**src/sv/pai_pkg.sv**
```systemverilog
// Package for the polynomial area integrator: widths, register indexes,
// status codes, the sequencer state type and the structs between modules.
// No dependencies.
`timescale 1ns / 1ps
`default_nettype none

package pai_pkg;

  localparam int MAX_DEGREE_DEF = 5;
  localparam int FRAC_BITS_DEF  = 16;

  localparam int DATA_W    = 32;
  localparam int WIDE_W    = 64;
  localparam int STEP_W    = 16;
  localparam int DEG_W     = 3;
  localparam int CFG_IDX_W = 3;

  localparam logic [CFG_IDX_W-1:0] REG_DEGREE = 3'd0;
  localparam logic [CFG_IDX_W-1:0] REG_COEF0  = 3'd1;

  typedef enum logic [1:0] {
    ST_OK   = 2'd0,
    ST_ZERO = 2'd1,
    ST_SAT  = 2'd2
  } status_t;

  typedef enum logic [3:0] {
    S_IDLE,
    S_DIV,
    S_HINIT,
    S_EVAL,
    S_HMUL,
    S_PT,
    S_RMUL,
    S_TMUL,
    S_DONE
  } seq_state_t;

  typedef struct packed {
    logic signed [DATA_W-1:0] lower;
    logic signed [DATA_W-1:0] upper;
    logic [STEP_W-1:0]        steps;
  } item_t;

  typedef struct packed {
    logic  start;
    item_t item;
  } div_req_t;

  typedef struct packed {
    logic                     done;
    logic signed [WIDE_W-1:0] quot;
  } div_rsp_t;

  typedef struct packed {
    logic                     start;
    logic signed [WIDE_W-1:0] op_a;
    logic signed [WIDE_W-1:0] op_b;
  } mul_req_t;

  typedef struct packed {
    logic                     done;
    logic signed [WIDE_W-1:0] res;
    logic                     sat;
  } mul_rsp_t;

  typedef struct packed {
    logic                     valid;
    logic signed [WIDE_W-1:0] rect;
    logic signed [WIDE_W-1:0] trap;
    status_t                  status;
  } result_t;

endpackage

`default_nettype wire

```
**src/sv/pai_mul.sv**
```systemverilog
// Shared multiply unit: trunc(a * b / 2^FRAC_BITS) saturated to 64 bits.
// Four 32x32 partial products over successive cycles. Depends on pai_pkg.
`timescale 1ns / 1ps
`default_nettype none

module pai_mul #(
  parameter int FRAC_BITS = pai_pkg::FRAC_BITS_DEF
) (
  input  wire logic              clk,
  input  wire logic              rst_n,
  input  wire pai_pkg::mul_req_t req,
  output pai_pkg::mul_rsp_t      rsp
);

  localparam int W  = pai_pkg::WIDE_W;
  localparam int HW = W / 2;
  localparam logic [2:0] LastPp  = 3'd3;
  localparam logic [2:0] LastAcc = 3'd4;
  localparam logic [2:0] FinStep = 3'd5;

  logic                busy_r;
  logic                done_r;
  logic [2:0]          cnt_r;
  logic [W-1:0]        ua_r;
  logic [W-1:0]        ub_r;
  logic                neg_r;
  logic [W-1:0]        pp_r;
  logic [1:0]          pps_r;
  logic [2*W-1:0]      prod_r;
  logic signed [W-1:0] res_r;
  logic                sat_r;

  logic [HW-1:0]       half_a;
  logic [HW-1:0]       half_b;
  logic [W-1:0]        pp_val;
  logic [2*W-1:0]      pp_shift;
  logic                hi_ovf;
  logic [W-1:0]        mag_lo;
  logic                ovf;
  logic signed [W-1:0] fin_val;

  function automatic logic [W-1:0] mag(input logic signed [W-1:0] v);
    return v[W-1] ? $unsigned(-v) : $unsigned(v);
  endfunction

  always_comb begin
    half_a = cnt_r[0] ? ua_r[W-1:HW] : ua_r[HW-1:0];
    half_b = cnt_r[1] ? ub_r[W-1:HW] : ub_r[HW-1:0];
    pp_val = half_a * half_b;
    case (pps_r)
      2'd0:    pp_shift = {{W{1'b0}}, pp_r};
      2'd1:    pp_shift = {{HW{1'b0}}, pp_r, {HW{1'b0}}};
      default: pp_shift = {pp_r, {W{1'b0}}};
    endcase
    hi_ovf = |prod_r[2*W-1:W+FRAC_BITS];
    mag_lo = prod_r[W+FRAC_BITS-1:FRAC_BITS];
    if (neg_r) begin
      ovf     = hi_ovf || (mag_lo > {1'b1, {(W-1){1'b0}}});
      fin_val = ovf ? $signed({1'b1, {(W-1){1'b0}}}) : $signed(~mag_lo + W'(1));
    end else begin
      ovf     = hi_ovf || mag_lo[W-1];
      fin_val = ovf ? $signed({1'b0, {(W-1){1'b1}}}) : $signed(mag_lo);
    end
  end

  always_ff @(posedge clk) begin
    if (!rst_n) begin
      busy_r <= 1'b0;
      done_r <= 1'b0;
      cnt_r  <= '0;
    end else begin
      done_r <= 1'b0;
      if (req.start) begin
        busy_r <= 1'b1;
        cnt_r  <= '0;
      end else if (busy_r) begin
        cnt_r <= cnt_r + 3'd1;
        if (cnt_r == FinStep) begin
          busy_r <= 1'b0;
          done_r <= 1'b1;
        end
      end
    end
  end

  always_ff @(posedge clk) begin
    if (req.start) begin
      ua_r   <= mag(req.op_a);
      ub_r   <= mag(req.op_b);
      neg_r  <= req.op_a[W-1] ^ req.op_b[W-1];
      prod_r <= '0;
    end else if (busy_r) begin
      if (cnt_r <= LastPp) begin
        pp_r  <= pp_val;
        pps_r <= {1'b0, cnt_r[0]} + {1'b0, cnt_r[1]};
      end
      if (cnt_r >= 3'd1 && cnt_r <= LastAcc) begin
        prod_r <= prod_r + pp_shift;
      end
      if (cnt_r == FinStep) begin
        res_r <= fin_val;
        sat_r <= ovf;
      end
    end
  end

  assign rsp.done = done_r;
  assign rsp.res  = res_r;
  assign rsp.sat  = sat_r;

endmodule

`default_nettype wire

```
**config.mk**
```make
export PLATFORM = sky130hd
export DESIGN_NAME = pai_mul
export DESIGN_NICKNAME = d
export VERILOG_FILES = /design/src/sv/pai_pkg.sv /design/src/sv/pai_mul.sv
export SDC_FILE = /design/constraint.sdc
export NUM_CORES = 2
export LEC_CHECK = 0
export ABC_AREA = 1
export BUFFER_PORTS_ARGS = -buffer_cell sky130_fd_sc_hd__buf_4
export CELL_PAD_IN_SITES_DETAIL_PLACEMENT = 1
export CELL_PAD_IN_SITES_GLOBAL_PLACEMENT = 1
export CORE_MARGIN = 2
export CORE_UTILIZATION = 40
export CTS_BUF_LIST = sky130_fd_sc_hd__clkbuf_16
export DETAILED_ROUTE_END_ITERATION = 16
export MAX_ROUTING_LAYER = met4
export PLACE_DENSITY_LB_ADDON = 0.2
export SYNTH_ARGS = -nofsm -noshare
export SYNTH_HDL_FRONTEND = slang
export SYNTH_SLANG_ARGS = --single-unit
```
**constraint.sdc**
```tcl
create_clock -name clk -period 9 [get_ports clk]
set_input_delay 1.8 -clock clk [delete_from_list [all_inputs] [get_ports clk]]
set_output_delay 1.8 -clock clk [all_outputs]
set_load 0.01 [all_outputs]
```
# Word-level counts from Yosys, hierarchy flattened
# Index checks and enable logic that the tools add are counted.
# classes
addsub,6
n_mul,1
order_cmp,4
n_eq_ne,2
n_mux,13
n_bitwise,5
reduce_logical,10
# ops
cell,n
$pmux W128 S2,1
$mux W64,3
$add A128 B128 Y128,1
$neg A64 Y64,2
$mux W63,2
$add A64 B1 Y64 const B,1
$gt A64 B64 Y1 const B,1
$mul A32 B32 Y64,1
$mux W32,2
$not A64 Y64,1
$reduce_or A48 Y1,1
$reduce_and A3 Y1,2
$mux W1,5
$add A3 B1 Y3 const B,1
$eq A3 B3 Y1 const B,1
$ge A3 B1 Y1 const B,1
$le A3 B2 Y1 const B,1
$le A3 B3 Y1 const B,1
$not A1 Y1,3
$reduce_or A3 Y1,1
$add A1 B1 Y2,1
$eq A2 B1 Y1 const B,1
$logic_not A2 Y1,1
$logic_or A1 B1 Y1,2
4 further kinds,4
# totals
regBits,393
inputBits,131
out_inout_bits,66
wordCells,54

# Logic depth before layout (Yosys ltp)
# depth
depth_word,4
mapped_depth,37
mapped_depth_nobuf,33

# Least setup slack after synthesis
# Ideal clock, no wire load.
# synth_timing
kind,in2reg
start,in req[128] (netlist bit)
end,"reg pp_r[0], enable pin"
t_arrival_ps,7070
setup_slack_ps,1342
stages,3
n_path_buf,2
path_cell_list,clkbuf_1 > clkbuf_1 > a211oi_1
# synth_between
elab_chain_len,2
# synth_rtl
item,line_no,source
start: declaration,pai_mul.sv:11,"input wire pai_pkg::mul_req_t req,"
$not A1 Y1 (no source line),-,
$reduce_and A3 Y1 (no source line),-,
end signal: assignment,pai_mul.sv:94,pp_r <= pp_val;
end: declaration,pai_mul.sv:27,logic [W-1:0] pp_r;
# Every way passes these cells.
# A chain may end at the register's enable or synchronous reset.

# Worst setup path after layout
# layout_timing
start,reg cnt_r[1]
end,"reg pp_r[59], data pin"
# layout_between
elab_chain_len,2
# layout_rtl
item,line_no,source
start: declaration,pai_mul.sv:23,logic [2:0] cnt_r;
start signal: assignment,pai_mul.sv:77,cnt_r <= cnt_r + 3'd1;
$mux W32,pai_mul.sv:48,half_b = cnt_r[1] ? ub_r[W-1:HW] : ub_r[HW-1:0];
$mul A32 B32 Y64,pai_mul.sv:49,pp_val = half_a * half_b;
net pp_val[59],pai_mul.sv:35,logic [W-1:0] pp_val;
# The timed path passes the listed nets, and every way through them passes these cells.

==> flow_summary.json <==
{
  "worst_pin_slew_ns": 1.24,
  "vias": 64571,
  "grt_pass1_wl_um": 466000,
  "critPathRequiredTime_ns": 9.48,
  "fin_nets": 11285,
  "cts_buffers": 53,
  "hold_viol": 0,
  "core_um2": 167000,
  "yosys_register_bits": 393,
  "setup_tns_ns": 0,
  "rsz0062_at_grt": "false",
  "placed_area_um2": 72300,
  "synthCells": 9691,
  "place.gp.congestion": 1.05,
  "clockBufferDepth": 3,
  "grt_max_degree": 93,
  "start_util_pct": 40.3,
  "endpoint_kind": "flop",
  "grt_antenna_before_repair": 2,
  "yosysTopAreaCellShare_pct": 26.6,
  "finClkSkew_ns": 0.0885,
  "cpPeakStageDelay_ns": 0.66,
  "critPathMaxFanout": 31,
  "vias_per_cell": 5.33,
  "synth_compound_area_share_pct": 6.08,
  "critPathTopFamily": "adder cells",
  "synthAdderAreaFrac_pct": 33.9,
  "final_common_cell": "nand2_1",
  "maxCapViolCount": 0,
  "min_path_type": "reg -> reg",
  "syn2layout_area_growth_pct": 9.60,
  "diodes": 0,
  "max_freq_ghz": 0.117,
  "grt_overflow": 0,
  "synth.area.top_cells": "fa_1, nand2_1, inv_1",
  "fp.dieW_um": 415,
  "ys_async_sr_fraction_pct": 0,
  "yosysWarnings": 0,
  "syn_area_um2": 67500,
  "cp-start-kind": "flop",
  "cts_hold_buf": 0,
  "routedWlPerCell_um": 26.6,
  "slew_headroom_pct": 16.9,
  "crit_path_top_delay_cell": "fa_1",
  "holdWs_ns": 0.513,
  "fin_area_um2": 74000,
  "min_period_ns": 8.56,
  "setup_violations": 0,
  "drtAntennaViolNets": 0,
  "drtPass1Iterations": 5,
  "slew_violations": 0,
  "grt_pass1_vias": 69206,
  "cts_tree": "done",
  "synth_top_family_by_area": "adder cells",
  "synth_area_per_cell_um2": 6.97,
  "clk_pin_slew_ns": 0.09,
  "synthFlopType": "edfxtp_1",
  "synthMuxAreaShare_pct": 0,
  "path_buf_inv": 6,
  "cts_setup_buffers": 0,
  "final_cell_mix": "nand2_1, inv_1, nor2_1",
  "status": "completed",
  "clock_latency_ns": 0.73,
  "synth_top_area_cell": "fa_1",
  "ctsRootBufferMaster": "clkbuf_16",
  "die-area_um2": 172000,
  "path_common_cell": "fa_1",
  "criticalPathCategory": "reg -> reg",
  "drive_gt1_share_pct": 6.63,
  "io_pins": 197,
  "ctsResizeCount": 0,
  "num_rows": 150,
  "port_buffers": 196,
  "route.detailed.drc": 0,
  "worstPathArrival_ns": 9.04,
  "dpl.hpwl_um": 275000,
  "drt_first_iter_violations": 4422,
  "routed_wl_um": 323000,
  "synthDistinctLibCells": 59,
  "die_y_um": 415,
  "synth_edf_count": 260,
  "final_util_pct": 44.2,
  "synth_fp_nets": 11116,
  "cts_sinks": 393,
  "gr-usage-all-layers_pct": 38.2,
  "synth_xor_area_share_pct": 3.80,
  "ys_seq_area_share_pct": 15.5,
  "period_share_pct": 95.1,
  "cts_htree_levels": 2,
  "yosys.area_share.simple_pct": 26.0
}
## routing by layer
| layer | up-vias | routed length, um | track usage (%) |
|---|---|---|---|
| met2 | 2145 | 155000 | 63.4 |
| li1 | 29189 | - | - |
| met1 | 32486 | 126000 | 44.1 |
| met5 | - | 0 | - |
| met4 | 0 | 24200 | 22.9 |
| met3 | 751 | 18100 | 5.23 |
## state kept, by name, summed over array words and instances (netlist names)
signal  cells
cnt_r       3
prod_r    128
sat_r       1
ua_r       64
done_r      1
res_r      64
ub_r       64
busy_r      1
pp_r       64
neg_r       1
pps_r       2
## worst paths after layout
check / start / endpoint / slack, ns / cells after the start
hold reg to reg: busy_r / cnt_r[2] / 0.51 / 1
setup / recovery: cnt_r[1] / pp_r[59] / 0.44 / 27
hold / removal: busy_r / cnt_r[2] / 0.51 / 1
setup reg to reg: cnt_r[1] / pp_r[59] / 0.44 / 27
## Yosys cell counts (all sizes together), types with 133 or more instances
cell type / count
nand2: 2424
inv: 2339
nor2: 1377
fa: 897
ha: 397
o21ai: 357
nand3: 267
edfxtp: 260
xor2: 252
a21oi: 234
clkbuf: 188
dfxtp: 133
## through the flow
step / setup WS (ns) / instances
finish: 0.437 / 12109
global route: 0.0582 / 12109
CTS: 0.309 / 12109
detailed placement: 0.260 / 12009
global placement: -1.03 / 12009
floorplan: 1.34 / 9691
## cell families after synthesis
kind of cell               after synthesis
and+or+nand+nor                       4355
buffers and inverters                 2610
adders and majority gates             1294
AOI/OAI and AO/OA                      746
DFF                                    393
xor gates and xnor gates               293
## area by class of cell
class	instances	area [um^2]
Fill cell	21544	93400
Multi-Input combinational cell	6688	47300
Sequential cell	393	10500
Inverter	2353	8830
Timing Repair Buffer	371	2870
Tap cell	2204	2760
Clock buffer	53	1330
Clock inverter	47	432
## worst reg2reg max path: stages, from the launching register on
cell and delay, ns:
dfxtp_2 0.35, inv_2 0.48, or2_2 0.27, o21ai_2 0.21, buf_4 0.33, inv_2 0.24, nand2_1 0.15, fa_1 0.66
fa_1 0.46, fa_1 0.53, fa_1 0.54, inv_1 0.07, fa_1 0.59, fa_1 0.45, fa_1 0.49, inv_1 0.06
fa_1 0.48, inv_1 0.05, ha_1 0.39, nand2_1 0.11, nand2_1 0.09, a31oi_1 0.42, o21ai_0 0.19, a21oi_1 0.17
nand3_1 0.22, nand2_1 0.13, nand3_1 0.08, xor2_1 0.14
Power is left out: the tool's default activity adds up to more than one toggle a clock period on the data nets, which glitch-free logic cannot reach.
