`config.mk`:
```
export PLATFORM = sky130hd
export DESIGN_NAME = pai_div
export DESIGN_NICKNAME = d
export VERILOG_FILES = /design/src/sv/pai_pkg.sv /design/src/sv/pai_div.sv
export SDC_FILE = /design/constraint.sdc
export NUM_CORES = 1
export LEC_CHECK = 0
export ABC_CLOCK_PERIOD_IN_PS = 9500
export BUFFER_PORTS_ARGS = -buffer_cell sky130_fd_sc_hd__buf_2
export CORE_ASPECT_RATIO = 1.2
export CORE_MARGIN = 3
export CORE_UTILIZATION = 40
export DETAILED_ROUTE_END_ITERATION = 7
export GPL_TIMING_DRIVEN = 0
export MAX_ROUTING_LAYER = met4
export PLACE_DENSITY_LB_ADDON = 0.05
export SLEW_MARGIN = 10
export SYNTH_ARGS = -nofsm -noshare
export SYNTH_HDL_FRONTEND = slang
export SYNTH_SLANG_ARGS = --single-unit
```
`constraint.sdc`:
```
create_clock -name clk -period 9.5 [get_ports clk]
set_input_delay 1.425 -clock clk [delete_from_list [all_inputs] [get_ports clk]]
set_output_delay 1.425 -clock clk [all_outputs]
set_load 0.005 [all_outputs]
```
`src/sv/pai_pkg.sv`:
```
// Package for the polynomial area integrator: widths, register indexes,
// status codes, the sequencer state type and the structs between modules.
// No dependencies.
`timescale 1ns / 1ps
`default_nettype none

package pai_pkg;

  localparam int MAX_DEGREE_DEF = 5;
  localparam int FRAC_BITS_DEF  = 16;

  localparam int DATA_W    = 32;
  localparam int WIDE_W    = 64;
  localparam int STEP_W    = 16;
  localparam int DEG_W     = 3;
  localparam int CFG_IDX_W = 3;

  localparam logic [CFG_IDX_W-1:0] REG_DEGREE = 3'd0;
  localparam logic [CFG_IDX_W-1:0] REG_COEF0  = 3'd1;

  typedef enum logic [1:0] {
    ST_OK   = 2'd0,
    ST_ZERO = 2'd1,
    ST_SAT  = 2'd2
  } status_t;

  typedef enum logic [3:0] {
    S_IDLE,
    S_DIV,
    S_HINIT,
    S_EVAL,
    S_HMUL,
    S_PT,
    S_RMUL,
    S_TMUL,
    S_DONE
  } seq_state_t;

  typedef struct packed {
    logic signed [DATA_W-1:0] lower;
    logic signed [DATA_W-1:0] upper;
    logic [STEP_W-1:0]        steps;
  } item_t;

  typedef struct packed {
    logic  start;
    item_t item;
  } div_req_t;

  typedef struct packed {
    logic                     done;
    logic signed [WIDE_W-1:0] quot;
  } div_rsp_t;

  typedef struct packed {
    logic                     start;
    logic signed [WIDE_W-1:0] op_a;
    logic signed [WIDE_W-1:0] op_b;
  } mul_req_t;

  typedef struct packed {
    logic                     done;
    logic signed [WIDE_W-1:0] res;
    logic                     sat;
  } mul_rsp_t;

  typedef struct packed {
    logic                     valid;
    logic signed [WIDE_W-1:0] rect;
    logic signed [WIDE_W-1:0] trap;
    status_t                  status;
  } result_t;

endpackage

`default_nettype wire

```
`src/sv/pai_div.sv`:
```
// Iterative step-width divider: ((b - a) << FRAC_BITS) / n, truncated toward zero.
// Restoring division, one quotient bit per cycle. Depends on pai_pkg.
`timescale 1ns / 1ps
`default_nettype none

module pai_div #(
  parameter int FRAC_BITS = pai_pkg::FRAC_BITS_DEF
) (
  input  wire logic              clk,
  input  wire logic              rst_n,
  input  wire pai_pkg::div_req_t req,
  output pai_pkg::div_rsp_t      rsp
);

  localparam int DW = pai_pkg::DATA_W + 1 + FRAC_BITS;
  localparam int CW = $clog2(DW);
  localparam int SW = pai_pkg::STEP_W;
  localparam logic [CW-1:0] LastStep = CW'(DW - 1);

  logic                    busy_r;
  logic                    done_r;
  logic [CW-1:0]           cnt_r;
  logic [DW-1:0]           dvd_r;
  logic [SW-1:0]           rem_r;
  logic [SW-1:0]           den_r;
  logic                    neg_r;

  logic signed [pai_pkg::DATA_W:0] diff;
  logic [DW-1:0]           scaled;
  logic [DW-1:0]           mag;
  logic [SW:0]             rem_sh;
  logic [SW:0]             rem_sub;
  logic                    ge;
  logic [pai_pkg::WIDE_W-1:0] qext;

  always_comb begin
    diff    = {req.item.upper[pai_pkg::DATA_W-1], req.item.upper}
            - {req.item.lower[pai_pkg::DATA_W-1], req.item.lower};
    scaled  = {diff, {FRAC_BITS{1'b0}}};
    mag     = diff[pai_pkg::DATA_W] ? (~scaled + DW'(1)) : scaled;
    rem_sh  = {rem_r, dvd_r[DW-1]};
    rem_sub = rem_sh - {1'b0, den_r};
    ge      = (rem_sh >= {1'b0, den_r});
    qext    = {{(pai_pkg::WIDE_W - DW){1'b0}}, dvd_r};
  end

  always_ff @(posedge clk) begin
    if (!rst_n) begin
      busy_r <= 1'b0;
      done_r <= 1'b0;
      cnt_r  <= '0;
    end else begin
      done_r <= 1'b0;
      if (req.start) begin
        busy_r <= 1'b1;
        cnt_r  <= '0;
      end else if (busy_r) begin
        cnt_r <= cnt_r + CW'(1);
        if (cnt_r == LastStep) begin
          busy_r <= 1'b0;
          done_r <= 1'b1;
        end
      end
    end
  end

  always_ff @(posedge clk) begin
    if (req.start) begin
      dvd_r <= mag;
      rem_r <= '0;
      den_r <= req.item.steps;
      neg_r <= diff[pai_pkg::DATA_W];
    end else if (busy_r) begin
      dvd_r <= {dvd_r[DW-2:0], ge};
      rem_r <= ge ? rem_sub[SW-1:0] : rem_sh[SW-1:0];
    end
  end

  assign rsp.done = done_r;
  assign rsp.quot = neg_r ? $signed(~qext + 64'd1) : $signed(qext);

endmodule

`default_nettype wire

```
# ---- Word-level counts from Yosys, hierarchy flattened
# Index checks and enable logic that the tools add are counted.
dict set report classes {
  add_sub_neg 5
  n_lt_le_gt_ge 1
  n_eq_ne 1
  muxes 9
  bitwise_logic 4
  n_reduce_logical 3
}
# operator count
set ops {}
lappend ops {{$mux W49} 3}
lappend ops {{$add A64 B1 Y64 const B} 1}
lappend ops {{$mux W64} 1}
lappend ops {{$not A49 Y64} 1}
lappend ops {{$add A49 B1 Y49 const B} 1}
lappend ops {{$not A49 Y49} 1}
lappend ops {{$sub A32 B32 Y33} 1}
lappend ops {{$ge A17 B16 Y1} 1}
lappend ops {{$mux W16} 1}
lappend ops {{$sub A16 B16 Y16} 1}
lappend ops {{$add A6 B1 Y6 const B} 1}
lappend ops {{$eq A6 B6 Y1 const B} 1}
lappend ops {{$mux W1} 4}
lappend ops {{$reduce_or A3 Y1} 1}
lappend ops {{$not A1 Y1} 2}
lappend ops {{$reduce_bool A2 Y1} 1}
lappend ops {{$reduce_or A2 Y1} 1}
dict set report totals {
  ff_bits 90
  in_bits 83
  out_inout_bits 65
  word_cells 30
}

# ---- Logic depth before layout (Yosys ltp)
# Gate-level depths: netlist of run 1.
dict set report logic_depth {
  word_depth 5
  mapped_depth 16
  depth_no_buf 14
}

# ---- Worst setup path before layout of run 1
# No wires, ideal clock.
dict set report synth_timing {
  path_type {register to output}
  startpoint {register dvd_r[8]}
  endpoint {output port rsp[49] in the netlist's numbering}
  arrival_time_ns 3.499
  required_time_ns 8.075
  setup_slack_ns 4.576
  stages_incl_launch_ff 12
  n_path_buf 2
  cell_sequence {edfxtp_1 or4_4 or3_1 or3_1 buf_6 nor2_4 nand3_2 or3_4 or3_4 or4_1 buf_2 o41a_1}
}
# element line_no
set synth_lines {}
lappend synth_lines {{from (decl)} pai_div.sv:23} ;# logic [DW-1:0] dvd_r;
lappend synth_lines {{from (signal assigned)} pai_div.sv:69} ;# dvd_r <= mag;
lappend synth_lines {{from (signal assigned)} pai_div.sv:74} ;# dvd_r <= {dvd_r[DW-2:0], ge};
lappend synth_lines {{to (decl)} pai_div.sv:12} ;# output pai_pkg::div_rsp_t rsp

==> out/qor.txt, run 1 <==
status = finished, final reports clean
worst-skew pair later-pin latency = 0.34 ns
Ys Warns = 0
register area share after synthesis = 0.2956
CP Buf/Inv Count = 2
CTS tree = built
placer congestion estimate = 0.8457
number of distinct library cells after synthesis = 75
cts repair resizes = 0
Hold Path Class = reg2reg
Worst setup SP type = register
largest net degree at the start of global routing = 38
Reg power frac = 0.353
Syn Nets = 1,141
core area = 0.02033 sq mm
final period utilization = 0.6139
Crit Path Category = reg2out
Switch Pwr = 558.8 uW
mean post-synth cell area = 8.296 sq um
TritonRoute pass-1 iters = 6
count leader, synth = nor2_1
share of cells above drive strength 1 = 0.1610
slowest CP cell = or4_1
RSZ-0062 raised after global routing = no
share of the synthesized area in the top cell type = 0.2379
RR Endpoint = rem_r[11]
post-CTS setup buffers = 0
Setup crit end kind = output pin
Vias = 7,861
Max clock buf depth = 2
delay-heaviest family, CP = simple AND/OR/NAND/NOR gates
hpwl dp = 18,810 um
Vias/cell = 5.486
r2r startpoint = dvd_r[48]
commonest cells in the synthesized netlist = nor2_1, nand2_1, xnor2_1
end point of the critical path = rsp[50]
mapped cell area = 0.008329 sq mm
max_cap viols = 0
H-tree depth = 3
post-route setup TNS = 0 ns
leakage = 3.859 nW
DP Area = 0.009417 sq mm
initial antenna violation count = 0
r2r setup slk = 5.14 ns
Num Clock Sinks = 90
antenna cells = 0
Seq cells post-synth = 90
CTS root buf = clkbuf_16
Fin. Hold Viols = 0
DRT iter0 DRCs = 440
Cell Int Power = 956.7 uW
vias in the first global route = 7,464
Slew @ Worst Pin = 1.078 ns
Crit Path Max Fanout = 9
Synth Flop Type = edfxtp_1
slew margin rel. = 0.2759
Most Frequent Cell on Critical Path = or4_1
asr flop ratio synth = 0
Worst Skew = 0.006947 ns
P&R area growth vs syn = 16.60%
f_max = 171.5 MHz
clock group share of total power = 0.234
largest cells by area after synthesis = edfxtp_1, xnor2_1, ha_1, dfxtp_1, nor2_1
VDD IR max = 0.00009604 V
clk slew on worst S/H paths = 0.07 ns
Total GRT Usage = 0.2135
global route total overflow = 0
first-pass GRT wire length = 37,690 um
DRC = 0
Ports = 148
CP Data Required Time = 8.08 ns
Die Footprint = 0.02260 sq mm
Setup Viol. Count Final = 0
antenna viol nets, final = 0
Slew Viols, Final = 0
I/O Buffers = 147
Avg WL per Cell = 16.62 um
Die Wd = 137.7 um
Cell Chain, Critical Path = or4_1 > nor4_1 > or3b_1 > nor2_1 > nand4b_1 > or4_1 > or4_1 > clkbuf_1 > o41a_1 > buf_2
sw frac = 0.3687
Min Clock Period, post-route = 5.832 ns
Mapped Cells = 1,004
final instance area = 0.009712 sq mm
Initial Util = 0.4098
Worst path depth = 10
die height = 164.1 um
Nets = 1,300
Pwr per Cell Area = 156.0 mW/mm^2
Logic pwr share = 0.413
CTS buffer count = 9
number of flops mapped to enable cells by yosys = 66
worst reg2reg path depth = 16
row cnt = 57
Arr. time, crit path = 4.41 ns
Hold-fix buffers, CTS = 0
DRT Wirelength = 23,820 um
worst stage delay on the critical path = 0.61 ns
Setup crit start = dvd_r[15]
Yosys top cell by area = edfxtp_1
[cells in the final DEF (no fill, tap or decap), drive strengths merged, types with 21 or more instances in the layout]
master and count:
buf 158, nor2 94, nand2 75, xnor2 75, inv 74, a21oi 67, edfxtp 66, o21ai 62
ha 52, clkbuf 49, xor2 30, dfxtp 24, nor3 21, nand3 21
[metal layers]
layer | up-vias | track usage | wire [um]
li1 | 3989 | - | -
met1 | 3668 | 0.2642 | 10450
met2 | 181 | 0.3817 | 12250
met3 | 23 | 0.01379 | 794
met4 | 0 | 0.04717 | 329
met5 | - | - | 0
[power by group through the flow]
stage	registers (mW)	clock network, mW	logic [mW]
after floorplan	0.529	0	0.424
after global placement	0.542	0	0.623
after detailed placement	0.542	0	0.627
after CTS	0.534	0.365	0.630
after global routing	0.542	0.380	0.698
final	0.535	0.354	0.627
[worst min path at each step]
stage	start	to	slack [ns]	depth (start not counted)
floorplan	rem_r[15]	rem_r[15]	0.44	1
global placement	rem_r[15]	rem_r[15]	0.45	1
detailed placement	rem_r[15]	rem_r[15]	0.48	1
CTS	rem_r[15]	rem_r[15]	0.49	1
global route	cnt_r[5]	cnt_r[5]	0.52	2
finish	rem_r[15]	rem_r[15]	0.49	1
[cells by family after synthesis]
logic type      synth area share
xor+xnor                  0.1104
fa+ha+maj                0.08292
compound gates            0.2270
buf+inv                  0.05783
mux                      0.02404
flops                     0.2956
simple gates              0.2022
[through the flow]
stage / hold WS [ns] / setup slack [ns] / power, mW / cells / utilization
floorplan: 0.4353 / 4.576 / 0.9533 / 1004 / -
global placement: 0.4521 / 4.026 / 1.165 / 1416 / 0.4623
detailed placement: 0.4830 / 4.044 / 1.169 / 1417 / 0.4633
CTS: 0.4941 / 3.652 / 1.530 / 1433 / 0.4778
global route: 0.5155 / 3.352 / 1.620 / 1433 / 0.4778
finish: 0.4889 / 3.668 / 1.515 / 1433 / 0.4778
[area by class of cell]
type	instances	area, sq um
fillers	2066	10610
flip-flops and latches	90	2462
plain buffers	50	203.9
well taps	265	331.6
clock buffers	9	225.2
inverters	74	277.8
clock inverters	7	70.07
repair buffers	148	755.7
multi-input cells	790	5385
[state kept, by name (all words and copies together) (netlist names)]
| name | cells |
|---|---|
| den_r | 16 |
| rem_r | 16 |
| cnt_r | 6 |
| done_r | 1 |
| busy_r | 1 |
| dvd_r | 49 |
| neg_r | 1 |
No activity file was read; power rests on OpenSTA's default activity.
==> run 2, diff against run 1 <==
--- a/config.mk
+++ b/config.mk
@@ -5,7 +5,8 @@
 export SDC_FILE = /design/constraint.sdc
 export NUM_CORES = 1
 export LEC_CHECK = 0
-export ABC_CLOCK_PERIOD_IN_PS = 9500
+export ABC_AREA = 1
+export ABC_CLOCK_PERIOD_IN_PS = 5150
 export BUFFER_PORTS_ARGS = -buffer_cell sky130_fd_sc_hd__buf_2
 export CORE_ASPECT_RATIO = 1.2
 export CORE_MARGIN = 3
==> constraint.sdc (replaced) <==
create_clock -name clk -period 5.15 [get_ports clk]
set_input_delay 0.7725 -clock clk [delete_from_list [all_inputs] [get_ports clk]]
set_output_delay 0.7725 -clock clk [all_outputs]
set_load 0.005 [all_outputs]
==> run 2 against run 1 <==
Clock skew up 0.00075 ns. Via count grew 22%. Critical path depth up 2. Total power grew 90%. Worst setup slack worse by 2.3 ns. Sequential power rose by 78%. Cell count rose by 39%. Non-clock buffer count shrank 21. Routed wire length rose by 17%. First-iteration DRC count shrank 16%. Hold slack worse by 0.016 ns. Critical endpoint is now rsp[38]. Largest cell class unchanged. Largest power group unchanged.
==> out/qor.txt, run 2 <==
fin cells = 1,990 (+39%)
worst stage delay on the critical path = 0.44 ns (-0.17 ns)
Crit Path Category = reg2out
CP Data Required Time = 4.38 ns (-3.70 ns)
DRT iter0 DRCs = 368 (-16%)
CTS tree = built
post-route setup TNS = 0 ns (unchanged)
Slew @ Worst Pin = 0.6873 ns (-0.3905 ns)
final period utilization = 0.7249
antenna cells = 0 (unchanged)
DRC = 0 (unchanged)
Fill cells = 2,487 (+20%)
slowest CP cell = edfxtp_1
mapped cell area = 0.009493 sq mm (+14%)
worst hold stages = 2 (+1)
fin worst setup slack = 1.417 ns (-2.251 ns)
Die Footprint = 0.02562 sq mm (+13%)
Fin. Hold Viols = 0 (unchanged)
H-tree depth = 3 (unchanged)
placer congestion estimate = 0.8816 (+4.2%)
Crit Path Max Fanout = 4 (-5)
Max clock buf depth = 2 (unchanged)
Slew Viols, Final = 0 (unchanged)
Top Registers = dvd_r (49), den_r (16), rem_r (16)
row cnt = 61 (+7.0%)
Ys Warns = 0 (unchanged)
CTS buffer count = 9 (unchanged)
Initial Util = 0.4078 (-0.001994)
share of cells above drive strength 1 = 0.1427 (-0.01827)
r2r startpoint = dvd_r[48]
Nets = 1,807 (+39%)
gr busiest metal = met2
clk slew on worst S/H paths = 0.06 ns (about the same)
Worst setup SP type = register
I/O Buffers = 147 (unchanged)
worst reg2reg path depth = 13 (-3)
Avg WL per Cell = 13.95 um (-16%)
count leader, synth = nand2_1
largest net degree at the start of global routing = 35 (-7.9%)
Total GRT Usage = 0.2189 (+0.005423)
global route total overflow = 0 (unchanged)
CTS root buf = clkbuf_16
VDD IR max = 0.0001552 V (+62%)
cts repair resizes = 0 (unchanged)
CP Buf/Inv Count = 3 (+1)
most frequent cells in the layout = nand2_1, inv_1, nor2_1
asr flop ratio synth = 0 (unchanged)
core area = 0.02328 sq mm (+15%)
r2r setup slk = 1.98 ns (-3.16 ns)
vias in the first global route = 9,132 (+22%)
status = finished, final reports clean
f_max = 267.9 MHz
Synth Flop Type = edfxtp_1
Die Wd = 146.6 um (+6.5%)
initial antenna violation count = 0 (unchanged)
max_cap viols = 0 (unchanged)
Post-Place Cells = 1,974 (+39%)
leakage = 5.799 nW (+50%)
power consumption = 2.878 mW (+90%)
Yosys top cell by area = edfxtp_1
commonest non-fill, non-tap cell in the layout = nand2_1
RSZ-0062 raised after global routing = no
Final Util = 0.4716 (-0.006215)
Seq cells post-synth = 90 (unchanged)
die height = 174.8 um (+6.5%)
delay-heaviest family, CP = simple AND/OR/NAND/NOR gates
largest cells by area after synthesis = edfxtp_1, nand2_1, inv_1, ha_1, nor2_1
antenna viol nets, final = 0 (unchanged)
Worst Skew = 0.007696 ns (+0.0007489 ns)
number of distinct library cells after synthesis = 47 (-37%)
number of flops mapped to enable cells by yosys = 66 (unchanged)
slew margin rel. = 0.5418 (+0.2659)
TritonRoute pass-1 iters = 5 (-1)
Mapped Cells = 1,511 (+50%)
Num Clock Sinks = 90 (unchanged)
Setup Viol. Count Final = 0 (unchanged)
GR met1 Demand/Resource = 0.2422 (-0.02204)
post-CTS setup buffers = 0 (unchanged)
share of the synthesized area in the top cell type = 0.2088 (-0.02917)
Pwr per Cell Area = 262.1 mW/mm^2 (+68%)
max reg flops = 49 (unchanged)
Setup crit start = dvd_r[0]
met3 Usage GRT = 0.02335 (+0.009560)
hpwl dp = 23,430 um (+25%)
Hold-fix buffers, CTS = 0 (unchanged)
Cell Chain, Critical Path = inv_1 > ha_1 > inv_1 > nor2_1 > nand3_1 > nor2_1 > nand4_1 > nor3_2 > a21oi_1 > a21oi_1 > xor2_1 > buf_2
most flop-heavy register = dvd_r
Worst path depth = 12 (+2)
GR Util met2 = 0.4080 (+0.02637)
Ports = 148 (unchanged)
DRT Wirelength = 27,770 um (+17%)
Min Clock Period, post-route = 3.733 ns
pre-CTS WS = 1.458 ns (-2.586 ns)
worst-skew pair later-pin latency = 0.34 ns (about the same)
register area share after synthesis = 0.2594 (-0.03624)
Min-Delay Startpoint = rem_r[15]
Hold Path Class = reg2reg
Arr. time, crit path = 2.96 ns (-1.45 ns)
commonest cells in the synthesized netlist = nand2_1, inv_1, nor2_1
mean post-synth cell area = 6.282 sq um (-24%)
Vias/cell = 4.811 (-12%)
Vias = 9,573 (+22%)
Syn Nets = 1,648 (+44%)
Setup crit end kind = output pin
P&R area growth vs syn = 15.64%
first-pass GRT wire length = 44,430 um (+18%)
-- run 2: cell type report --
type	instances	area [sq um]	share of cell area
multi-input cells	1113	5833	0.5313
flip-flops and latches	90	2462	0.2243
inverters	279	1047	0.09540
repair buffers	148	755.7	0.06884
well taps	315	394.1	0.03590
clock buffers	11	232.7	0.02120
plain buffers	29	150.1	0.01368
clock inverters	5	102.6	0.009346
-- run 2: worst reg2reg max path, stage by stage (launching register included) --
cell      delay [ns]
edfxtp_1        0.41
inv_1           0.21
clkbuf_1        0.39
ha_1            0.28
fa_1            0.23
nor2_1          0.06
nor3_1          0.31
o21ai_0         0.20
a21boi_0        0.31
o21ai_0         0.21
xnor2_1         0.17
nand2_1         0.06
o211ai_1        0.09
o21ai_0         0.11
-- run 2: where the power goes --
| part | switching (mW) | internal [mW] | total, mW |
|---|---|---|---|
| combinational | 0.744 | 0.434 | 1.18 |
| clock | 0.275 | 0.474 | 0.749 |
| sequential | 0.0746 | 0.876 | 0.951 |
| total | 1.09 | 1.78 | 2.88 |
-- run 2: logic make-up after synthesis --
logic type | count (synthesis) | share of synthesized area
simple gates | 806 | 0.3671
buf+inv | 308 | 0.1261
compound gates | 174 | 0.1010
flops | 90 | 0.2594
xor+xnor | 79 | 0.07368
fa+ha+maj | 54 | 0.07276
-- run 2: path summary, 6_finish.rpt --
path               endpoint
setup / recovery    rsp[38]
hold / removal    rem_r[15]
setup reg to reg  rem_r[12]
hold reg to reg   rem_r[15]
-- run 2: stage by stage --
stage               hold WS, ns  cell area, sq um
finish                   0.4732             10980
global placement         0.4524             10620
detailed placement       0.4577             10640
floorplan                0.4291              9493
global route             0.4938             10980
CTS                      0.4739             10980
-- run 2: per-layer routing --
metal,wire (um),up-vias
met4,787,0
met2,14550,215
met5,0,-
li1,-,5095
met3,1246,43
met1,11180,4220
