## config.mk

```make
export PLATFORM = sky130hd
export DESIGN_NAME = pai_seq
export DESIGN_NICKNAME = d
export VERILOG_FILES = /design/src/sv/pai_pkg.sv /design/src/sv/pai_seq.sv
export SDC_FILE = /design/constraint.sdc
export NUM_CORES = 2
export LEC_CHECK = 0
export BUFFER_PORTS_ARGS = -buffer_cell sky130_fd_sc_hd__buf_2
export CELL_PAD_IN_SITES_DETAIL_PLACEMENT = 1
export CELL_PAD_IN_SITES_GLOBAL_PLACEMENT = 1
export CORE_MARGIN = 2
export CORE_UTILIZATION = 47
export CTS_BUF_LIST = sky130_fd_sc_hd__clkbuf_16
export DETAILED_ROUTE_END_ITERATION = 7
export MAX_ROUTING_LAYER = met4
export PLACE_DENSITY = 0.83
export SLEW_MARGIN = 5
export SYNTH_ARGS = -nofsm -noshare
export SYNTH_HDL_FRONTEND = slang
export SYNTH_SLANG_ARGS = --single-unit
export TNS_END_PERCENT = 30
```

## constraint.sdc

```tcl
create_clock -name clk -period 31.2 [get_ports clk]
set_clock_uncertainty 0.2 [all_clocks]
set_input_delay 1.56 -clock clk [delete_from_list [all_inputs] [get_ports clk]]
set_output_delay 1.56 -clock clk [all_outputs]
set_load 0.02 [all_outputs]
```

## src/sv/pai_pkg.sv

```systemverilog
// Package for the polynomial area integrator: widths, register indexes,
// status codes, the sequencer state type and the structs between modules.
// No dependencies.
`timescale 1ns / 1ps
`default_nettype none

package pai_pkg;

  localparam int MAX_DEGREE_DEF = 5;
  localparam int FRAC_BITS_DEF  = 16;

  localparam int DATA_W    = 32;
  localparam int WIDE_W    = 64;
  localparam int STEP_W    = 16;
  localparam int DEG_W     = 3;
  localparam int CFG_IDX_W = 3;

  localparam logic [CFG_IDX_W-1:0] REG_DEGREE = 3'd0;
  localparam logic [CFG_IDX_W-1:0] REG_COEF0  = 3'd1;

  typedef enum logic [1:0] {
    ST_OK   = 2'd0,
    ST_ZERO = 2'd1,
    ST_SAT  = 2'd2
  } status_t;

  typedef enum logic [3:0] {
    S_IDLE,
    S_DIV,
    S_HINIT,
    S_EVAL,
    S_HMUL,
    S_PT,
    S_RMUL,
    S_TMUL,
    S_DONE
  } seq_state_t;

  typedef struct packed {
    logic signed [DATA_W-1:0] lower;
    logic signed [DATA_W-1:0] upper;
    logic [STEP_W-1:0]        steps;
  } item_t;

  typedef struct packed {
    logic  start;
    item_t item;
  } div_req_t;

  typedef struct packed {
    logic                     done;
    logic signed [WIDE_W-1:0] quot;
  } div_rsp_t;

  typedef struct packed {
    logic                     start;
    logic signed [WIDE_W-1:0] op_a;
    logic signed [WIDE_W-1:0] op_b;
  } mul_req_t;

  typedef struct packed {
    logic                     done;
    logic signed [WIDE_W-1:0] res;
    logic                     sat;
  } mul_rsp_t;

  typedef struct packed {
    logic                     valid;
    logic signed [WIDE_W-1:0] rect;
    logic signed [WIDE_W-1:0] trap;
    status_t                  status;
  } result_t;

endpackage

`default_nettype wire

```

## src/sv/pai_seq.sv

```systemverilog
// Sequencer and accumulators: grid walk, Horner evaluation through the shared
// multiplier, rectangle and trapezoid sums. Depends on pai_pkg.
`timescale 1ns / 1ps
`default_nettype none

module pai_seq #(
  parameter int MAX_DEGREE = pai_pkg::MAX_DEGREE_DEF,
  parameter int FRAC_BITS  = pai_pkg::FRAC_BITS_DEF
) (
  input  wire logic                                   clk,
  input  wire logic                                   rst_n,
  input  wire logic                                   start,
  input  wire pai_pkg::item_t                         item,
  input  wire logic [pai_pkg::DEG_W-1:0]              poly_degree,
  input  wire logic [MAX_DEGREE:0][pai_pkg::DATA_W-1:0] coef,
  output logic                                        idle,
  output pai_pkg::div_req_t                           div_req,
  input  wire pai_pkg::div_rsp_t                      div_rsp,
  output pai_pkg::mul_req_t                           mul_req,
  input  wire pai_pkg::mul_rsp_t                      mul_rsp,
  output pai_pkg::result_t                            res,
  input  wire logic                                   res_ready
);

  localparam int W      = pai_pkg::WIDE_W;
  localparam int DW     = pai_pkg::DATA_W;
  localparam int SW     = pai_pkg::STEP_W;
  localparam int CIDX_W = (MAX_DEGREE > 0) ? $clog2(MAX_DEGREE + 1) : 1;
  localparam logic [pai_pkg::DEG_W-1:0] MaxDeg = pai_pkg::DEG_W'(MAX_DEGREE);

  typedef struct packed {
    logic                ovf;
    logic signed [W-1:0] val;
  } sat_sum_t;

  pai_pkg::seq_state_t state_r, state_nxt;
  logic signed [W-1:0] acc_r,   acc_nxt;
  logic signed [W-1:0] dx_r,    dx_nxt;
  logic signed [W-1:0] x_r,     x_nxt;
  logic signed [W-1:0] v_r,     v_nxt;
  logic signed [W-1:0] fprev_r, fprev_nxt;
  logic signed [W-1:0] rect_r,  rect_nxt;
  logic signed [W-1:0] trap_r,  trap_nxt;
  logic [CIDX_W-1:0]   d_r,     d_nxt;
  logic [SW-1:0]       i_r,     i_nxt;
  logic [SW-1:0]       n_r,     n_nxt;
  logic [DW-1:0]       lo_r,    lo_nxt;
  logic                sat_r,   sat_nxt;
  logic                zero_r,  zero_nxt;

  logic [CIDX_W-1:0]   deg_eff;
  logic [CIDX_W-1:0]   dm1;
  logic [W:0]          pair_sum;
  logic signed [W-1:0] avg;
  sat_sum_t            horner_add;
  sat_sum_t            rect_add;
  sat_sum_t            trap_add;

  function automatic logic signed [W-1:0] sext(input logic [DW-1:0] v);
    return $signed({{(W-DW){v[DW-1]}}, v});
  endfunction

  function automatic sat_sum_t sat_add(input logic signed [W-1:0] a,
                                       input logic signed [W-1:0] b);
    logic [W:0] s;
    sat_sum_t   r;
    s = {a[W-1], a} + {b[W-1], b};
    r.ovf = s[W] ^ s[W-1];
    if (r.ovf) begin
      r.val = s[W] ? $signed({1'b1, {(W-1){1'b0}}}) : $signed({1'b0, {(W-1){1'b1}}});
    end else begin
      r.val = $signed(s[W-1:0]);
    end
    return r;
  endfunction

  always_comb begin
    deg_eff    = CIDX_W'((poly_degree > MaxDeg) ? MaxDeg : poly_degree);
    dm1        = d_r - CIDX_W'(1);
    pair_sum   = {fprev_r[W-1], fprev_r} + {v_r[W-1], v_r};
    avg        = $signed(pair_sum[W:1]);
    horner_add = sat_add(mul_rsp.res, sext(coef[dm1]));
    rect_add   = sat_add(rect_r, mul_rsp.res);
    trap_add   = sat_add(trap_r, mul_rsp.res);
  end

  always_comb begin
    state_nxt = state_r;
    case (state_r)
      pai_pkg::S_IDLE: begin
        if (start) begin
          state_nxt = (item.steps == '0) ? pai_pkg::S_DONE : pai_pkg::S_DIV;
        end
      end
      pai_pkg::S_DIV: begin
        if (div_rsp.done) begin
          state_nxt = pai_pkg::S_HINIT;
        end
      end
      pai_pkg::S_HINIT: state_nxt = pai_pkg::S_EVAL;
      pai_pkg::S_EVAL: begin
        state_nxt = (d_r == '0) ? pai_pkg::S_PT : pai_pkg::S_HMUL;
      end
      pai_pkg::S_HMUL: begin
        if (mul_rsp.done) begin
          state_nxt = pai_pkg::S_EVAL;
        end
      end
      pai_pkg::S_PT: begin
        state_nxt = (i_r == '0) ? pai_pkg::S_HINIT : pai_pkg::S_RMUL;
      end
      pai_pkg::S_RMUL: begin
        if (mul_rsp.done) begin
          state_nxt = pai_pkg::S_TMUL;
        end
      end
      pai_pkg::S_TMUL: begin
        if (mul_rsp.done) begin
          state_nxt = (i_r == n_r) ? pai_pkg::S_DONE : pai_pkg::S_HINIT;
        end
      end
      pai_pkg::S_DONE: begin
        if (res_ready) begin
          state_nxt = pai_pkg::S_IDLE;
        end
      end
      default: state_nxt = pai_pkg::S_IDLE;
    endcase
  end

  always_comb begin
    idle          = (state_r == pai_pkg::S_IDLE);
    div_req.start = idle && start && (item.steps != '0);
    div_req.item  = item;
    mul_req.start = 1'b0;
    mul_req.op_a  = v_r;
    mul_req.op_b  = x_r;
    case (state_r)
      pai_pkg::S_EVAL: mul_req.start = (d_r != '0);
      pai_pkg::S_PT: begin
        mul_req.start = (i_r != '0);
        mul_req.op_a  = dx_r;
        mul_req.op_b  = v_r;
      end
      pai_pkg::S_RMUL: begin
        mul_req.start = mul_rsp.done;
        mul_req.op_a  = dx_r;
        mul_req.op_b  = avg;
      end
      default: mul_req.start = 1'b0;
    endcase
    res.valid = (state_r == pai_pkg::S_DONE);
    res.rect  = rect_r;
    res.trap  = trap_r;
    if (zero_r) begin
      res.status = pai_pkg::ST_ZERO;
    end else if (sat_r) begin
      res.status = pai_pkg::ST_SAT;
    end else begin
      res.status = pai_pkg::ST_OK;
    end
  end

  always_comb begin
    acc_nxt   = acc_r;
    dx_nxt    = dx_r;
    x_nxt     = x_r;
    v_nxt     = v_r;
    fprev_nxt = fprev_r;
    rect_nxt  = rect_r;
    trap_nxt  = trap_r;
    d_nxt     = d_r;
    i_nxt     = i_r;
    n_nxt     = n_r;
    lo_nxt    = lo_r;
    sat_nxt   = sat_r;
    zero_nxt  = zero_r;
    case (state_r)
      pai_pkg::S_IDLE: begin
        if (start) begin
          rect_nxt = '0;
          trap_nxt = '0;
          sat_nxt  = 1'b0;
          zero_nxt = (item.steps == '0);
          n_nxt    = item.steps;
          lo_nxt   = item.lower;
        end
      end
      pai_pkg::S_DIV: begin
        if (div_rsp.done) begin
          dx_nxt  = div_rsp.quot;
          acc_nxt = sext(lo_r) <<< FRAC_BITS;
          i_nxt   = '0;
        end
      end
      pai_pkg::S_HINIT: begin
        x_nxt = acc_r >>> FRAC_BITS;
        v_nxt = sext(coef[deg_eff]);
        d_nxt = deg_eff;
      end
      pai_pkg::S_HMUL: begin
        if (mul_rsp.done) begin
          v_nxt   = horner_add.val;
          d_nxt   = dm1;
          sat_nxt = sat_r | mul_rsp.sat | horner_add.ovf;
        end
      end
      pai_pkg::S_PT: begin
        if (i_r == '0) begin
          fprev_nxt = v_r;
          i_nxt     = SW'(1);
          acc_nxt   = acc_r + dx_r;
        end
      end
      pai_pkg::S_RMUL: begin
        if (mul_rsp.done) begin
          rect_nxt = rect_add.val;
          sat_nxt  = sat_r | mul_rsp.sat | rect_add.ovf;
        end
      end
      pai_pkg::S_TMUL: begin
        if (mul_rsp.done) begin
          trap_nxt  = trap_add.val;
          sat_nxt   = sat_r | mul_rsp.sat | trap_add.ovf;
          fprev_nxt = v_r;
          if (i_r != n_r) begin
            i_nxt   = i_r + SW'(1);
            acc_nxt = acc_r + dx_r;
          end
        end
      end
      default: begin
        sat_nxt = sat_r;
      end
    endcase
  end

  always_ff @(posedge clk) begin
    if (!rst_n) begin
      state_r <= pai_pkg::S_IDLE;
    end else begin
      state_r <= state_nxt;
    end
  end

  always_ff @(posedge clk) begin
    acc_r   <= acc_nxt;
    dx_r    <= dx_nxt;
    x_r     <= x_nxt;
    v_r     <= v_nxt;
    fprev_r <= fprev_nxt;
    rect_r  <= rect_nxt;
    trap_r  <= trap_nxt;
    d_r     <= d_nxt;
    i_r     <= i_nxt;
    n_r     <= n_nxt;
    lo_r    <= lo_nxt;
    sat_r   <= sat_nxt;
    zero_r  <= zero_nxt;
  end

endmodule

`default_nettype wire

```

======== Word-level counts from Yosys, hierarchy flattened ========
Index checks and enable logic that the tools add are counted.
word-level totals
  flip-flop bits (word level) ............. 505
  output and inout port bits .............. 342
  logic and storage cells ................. 126
  input bits .............................. 410
cells by class
  add/sub/neg operators ................... 7
  $lt $le $gt $ge ......................... 3
  muxes and demuxes ....................... 53
  bitwise operators ....................... 7
  reduce and logical (&&, ||, !) cells .... 24
  equality and inequality tests ........... 18
operators by type and width
  operator                 number
  $mux W64                 16
  $pmux W64 S2             4
  $pmux W128 S2            1
  $add A64 B64 Y65         3
  $bmux W32 S3             2
  $pmux W64 S3             1
  $add A64 B32 Y65         1
  $add A64 B64 Y64         1
  $mux W16                 4
  $mux W32                 2
  $pmux W16 S3             1
  $pmux W4 S9              1
  $logic_not A16 Y1        2
  $mux W4                  8
  $reduce_bool A16 Y1      2
  $add A16 B1 Y16 const B  1
  $eq A16 B16 Y1           1
  $eq A4 B3 Y1 const B     4
  $ne A16 B16 Y1           1
  $ne A2 B2 Y1 const B     7
  $reduce_and A5 Y1        2
  $mux W3                  3
  $reduce_and A3 Y1        3
  $eq A4 B2 Y1 const B     2
  other kinds (21)         39

======== Longest topological paths before layout ========
  word-level depth ........................ 8
  mapped depth ............................ 25

======== Worst setup path after synthesis ========
OpenSTA, ideal clock, no wires.
  path type ............................... input port to flip-flop
  start ................................... input port mul_rsp[65] (netlist bit)
  end ..................................... register acc_r[0] (enable)
  slack ................................... 20.855 ns
  data required time ...................... 30.285 ns
  setup time .............................. 0.715 ns
  stages on the path ...................... 3
  arrival time ............................ 9.430 ns
  cells stage by stage .................... clkbuf_1 -> a21oi_1 -> nor4_1
on the way
  word-level cells in the longest chain between the ends .. 2
ends and longest elaborated chain
  what                         line            text
  start: declaration           pai_seq.sv:20   input wire pai_pkg::mul_rsp_t mul_rsp,
  $ne A2 B2 Y1 (no line)       --
  $reduce_and A5 Y1 (no line)  --
  end signal: assignment       pai_seq.sv:247  acc_r <= acc_nxt;
  end: declaration             pai_seq.sv:37   logic signed [W-1:0] acc_r, acc_nxt;
Every way passes these cells.
A chain may end at the register's enable or synchronous reset.

======== Worst setup path in the final report ========
  start ................................... register d_r[0]
  end ..................................... register v_r[41] (data pin)
on the way
  word-level cells in the longest chain between the ends .. 8
  elaborated cells on any way between the ends .. 9
  classes of those cells .................. 2 x add/sub; 6 x mux; 1 x bitwise
ends and longest elaborated chain
  what                                       line                          text
  start: declaration                         pai_seq.sv:44                 logic [CIDX_W-1:0] d_r, d_nxt;
  start signal: assignment                   pai_seq.sv:254                d_r <= d_nxt;
  $sub A3 B1 Y3 *                            pai_seq.sv:79                 dm1 = d_r - CIDX_W'(1);
  $bmux W32 S3 *                             pai_seq.sv:82                 horner_add = sat_add(mul_rsp.res, sext(coef[dm1]));
  $mux W32 (implied by the code) *           pai_seq.sv:82
  $add A64 B32 Y65 *                         pai_seq.sv:67                 s = {a[W-1], a} + {b[W-1], b};
  $mux W64 or $xor A1 B1 Y1 (tied branches)  pai_seq.sv:70, pai_seq.sv:68
  $mux W64 *                                 pai_seq.sv:69                 if (r.ovf) begin
  $mux W64 *                                 pai_seq.sv:202                if (mul_rsp.done) begin
  $pmux W64 S2 *                             pai_seq.sv:178                case (state_r)
  via v_nxt[41]                              pai_seq.sv:40                 logic signed [W-1:0] v_r, v_nxt;
  end signal: assignment                     pai_seq.sv:250                v_r <= v_nxt;
  end: declaration                           pai_seq.sv:40
The timed path passes the listed nets; every way through them passes the cells marked *. The select of a mux whose other input is x is not followed.

==> summary.txt <==
Outcome
  • Status: finished, final reports clean

CTS
  • Total CTS buffers: 66
  • CTS tree: built
  • Clock Root Buffer: clkbuf_16
  • Clock sink count: 505
  • Postcts setup bufs: 0
  • H-Tree Depth: 3
  • Post-cts hold buffer count: 0
  • Clock transition at path regs: 60 ps
  • Clock Tree Buf Depth: 3
  • Cts repair resizes: 0
  • Worst-Skew Late Latency: 650 ps

Placed design
  • Placed Cells: 6,034
  • Input/output buffers: 687
  • Final HPWL DP: 136 mm
  • Final RePlAce weighted congestion: 1.01

STA
  • Fmax: 130 MHz
  • # setup viols final: 0
  • Worst Tran Pin Value: 1330 ps
  • Tcrit/Tclk final: 24.6%
  • Rel. slew slack: 9.30%
  • Tmin final: 7680 ps
  • RSZ-0062 raised after global routing: false
  • Setup TNS: 0 ps
  • Final hold vios: 0
  • Max-slew violations: 0

Synth
  • Flops & latches, synth: 505
  • Seq/Total Area, Yosys: 36.2%
  • Post-synth top area share: 36.0%
  • Commonest cells in the netlist: edfxtp_1, a21oi_1, o21ai_0
  • Mapped cell area: 41,800 um2
  • Synth Flop Type: edfxtp_1
  • Top-count cell post-synth: edfxtp_1
  • Yosys cell types: 94
  • Yosys synthesis warning count: 0
  • Synth top area cells: edfxtp_1, ha_1, a21oi_1, o21ai_0, xnor2_1
  • Post-synthesis instance total: 4,475
  • EDFF count, synth: 501
  • Leading area contributor after synthesis: edfxtp_1
  • Syn Nets: 5,212
  • Mean post-synth cell area: 9.34 um2
  • FFs w/ async S/R, synth: 0%

Drt
  • Total Wirelength: 175 mm
  • Remaining DRCs: 0
  • WL/cell: 28.2 um
  • Antenna Nets Post-Route: 0
  • First-pass DRT Iterations: 5
  • Drt via density: 6.43
  • DR vias: 39,900
  • DRT iter0 DRCs: 3,519

Finish
  • Layout filler cell count: 10,200
  • Layout Area Growth over Synthesis: 14.3%
  • Layout cells sized above 1: 20.2%
  • Final net count: 5,674
  • Area taken by multi-input logic gates: 24,800 um2
  • Fin cells: 6,208
  • Sequential cell area: 15,100 um2

Worst hold path
  • Min-delay worst type: flip-flop to flip-flop

Flow run
  • Max-Cap Viols: 0

Global route
  • Number of global-route vias before repair: 40,300
  • Initial antenna violation count: 57
  • Global route overflow: 0
  • First-pass GRT wire length: 256 mm
  • Largest net degree at the start of global routing: 71
  • Gr usage total: 38.2%

Setup path
  • CP max FO: 47
  • Worst Path Required: 31,330 ps
  • Worst Path Arrival: 7810 ps
  • Setup CP Type: flip-flop to flip-flop
  • CP Launch Type: flip-flop
  • Crit. End Element: flip-flop

Die
  • Core Box Area: 88,200 um2
  • Floorplan row count: 109
  • Die width: 302 um
  • Die H: 302 um
  • Starting Density: 47.4%
  • Die area: 91,400 um2
  • I/O pin total: 752

Power and ir drop
  • P_leak: 19.9 nW
  • Power Dens Cells: 67.2 nW/um2
  • Peak supply drop: 0.0545 mV
  • Total power: 3.21 mW
## kinds of logic (layout without fill, tap and decap cells)
| logic type | count (synthesis) | count (layout) | share of synthesized area (%) |
|---|---|---|---|
| XOR/XNOR | 313 | 313 | 6.56 |
| AO/OA/AOI/OAI | 1654 | 1654 | 25.1 |
| other | 0 | 54 | 0 |
| AND/OR/NAND/NOR | 1064 | 1064 | 12.1 |
| multiplexers | 182 | 182 | 5.56 |
| buffers and inverters | 430 | 944 | 4.69 |
| adder cells (fa/ha/maj) | 327 | 327 | 9.88 |
| flip-flops | 505 | 505 | 36.2 |
## worst paths after layout
| path | from | endpoint | slack [ps] | depth (start not counted) |
|---|---|---|---|---|
| hold / removal | acc_r[45]$_DFFE_PP_ | x_r[29]$_DFFE_PP_ | 260 | 0 |
| setup reg to reg | d_r[0]$_DFFE_PP_ | v_r[41]$_DFFE_PP_ | 23520 | 19 |
| setup / recovery | d_r[0]$_DFFE_PP_ | v_r[41]$_DFFE_PP_ | 23520 | 19 |
| hold reg to reg | acc_r[45]$_DFFE_PP_ | x_r[29]$_DFFE_PP_ | 260 | 0 |
## layer usage
metal | part of all wire (%) | track usage, %
met5 | 0 | -
met4 | 3.4 | 12.7
met3 | 9.6 | 9.16
met2 | 46 | 59.9
met1 | 41 | 48.4
## critical path, cell delays in order, from the launching register on
cell and delay [ps]:
edfxtp_1 1060, inv_1 230, ha_1 300, xnor2_2 670, buf_4 550, nor2_1 100
a22o_1 200, ha_1 380, a21oi_1 360, o21a_1 200, nor4_1 80, nor4_1 400
nand3_1 340, nand4_1 190, nand3_1 180, o211a_1 290, o21a_1 230, mux2_4 350
a21boi_4 740, o21ai_0 250
## sequential cells by signal (all words and copies together), names as in the netlist, 3 cells and up
name     cells
fprev_r     64
v_r         64
x_r         48
trap_r      64
lo_r        32
d_r          3
rect_r      64
i_r         16
acc_r       64
dx_r        64
n_r         16
state_r      4
## cells in the final DEF (no fill, tap or decap), drive strengths merged, types with 45 or more instances in the layout
master  instances
o22ai          46
o21a           45
edfxtp        501
a21o          186
nand3          72
o21bai         67
a21oi         457
mux2i          70
ha            322
a22oi          61
a211oi         48
nand2         316
nor2          303
xnor2         161
buf           721
nor3           54
diode          54
nand2b         46
o21ai         462
mux2           80
xor2          152
clkbuf         68
inv           124
nand4          86
## where the power goes
part | leakage (nW) | switching (mW) | total (mW) | internal, mW
registers | 4.73 | 0.0938 | 0.973 | 0.879
clock network | 1.11 | 0.331 | 0.778 | 0.447
logic | 14.1 | 0.935 | 1.46 | 0.527
total | 19.9 | 1.36 | 3.21 | 1.85
## stage by stage
stage	worst slack [ps]	area, um2	hold slack (ps)	util (%)
floorplan	20850	41800	233	-
global placement	23850	45500	243	51.6
detailed placement	23570	45500	252	51.6
CTS	23540	47600	260	54.0
global route	22970	47700	269	54.1
finish	23520	47800	260	54.1
## area by class of cell
type | count | share of cell area (%)
clock inverter | 52 | 0.917
antenna | 54 | 0.283
sequential | 505 | 31.7
inverter | 103 | 0.809
clock buffer | 68 | 3.56
multi-input combinational | 3540 | 52.0
timing repair buffer | 721 | 7.73
tap | 1165 | 3.05
No activity file was read; power rests on OpenSTA's default activity.
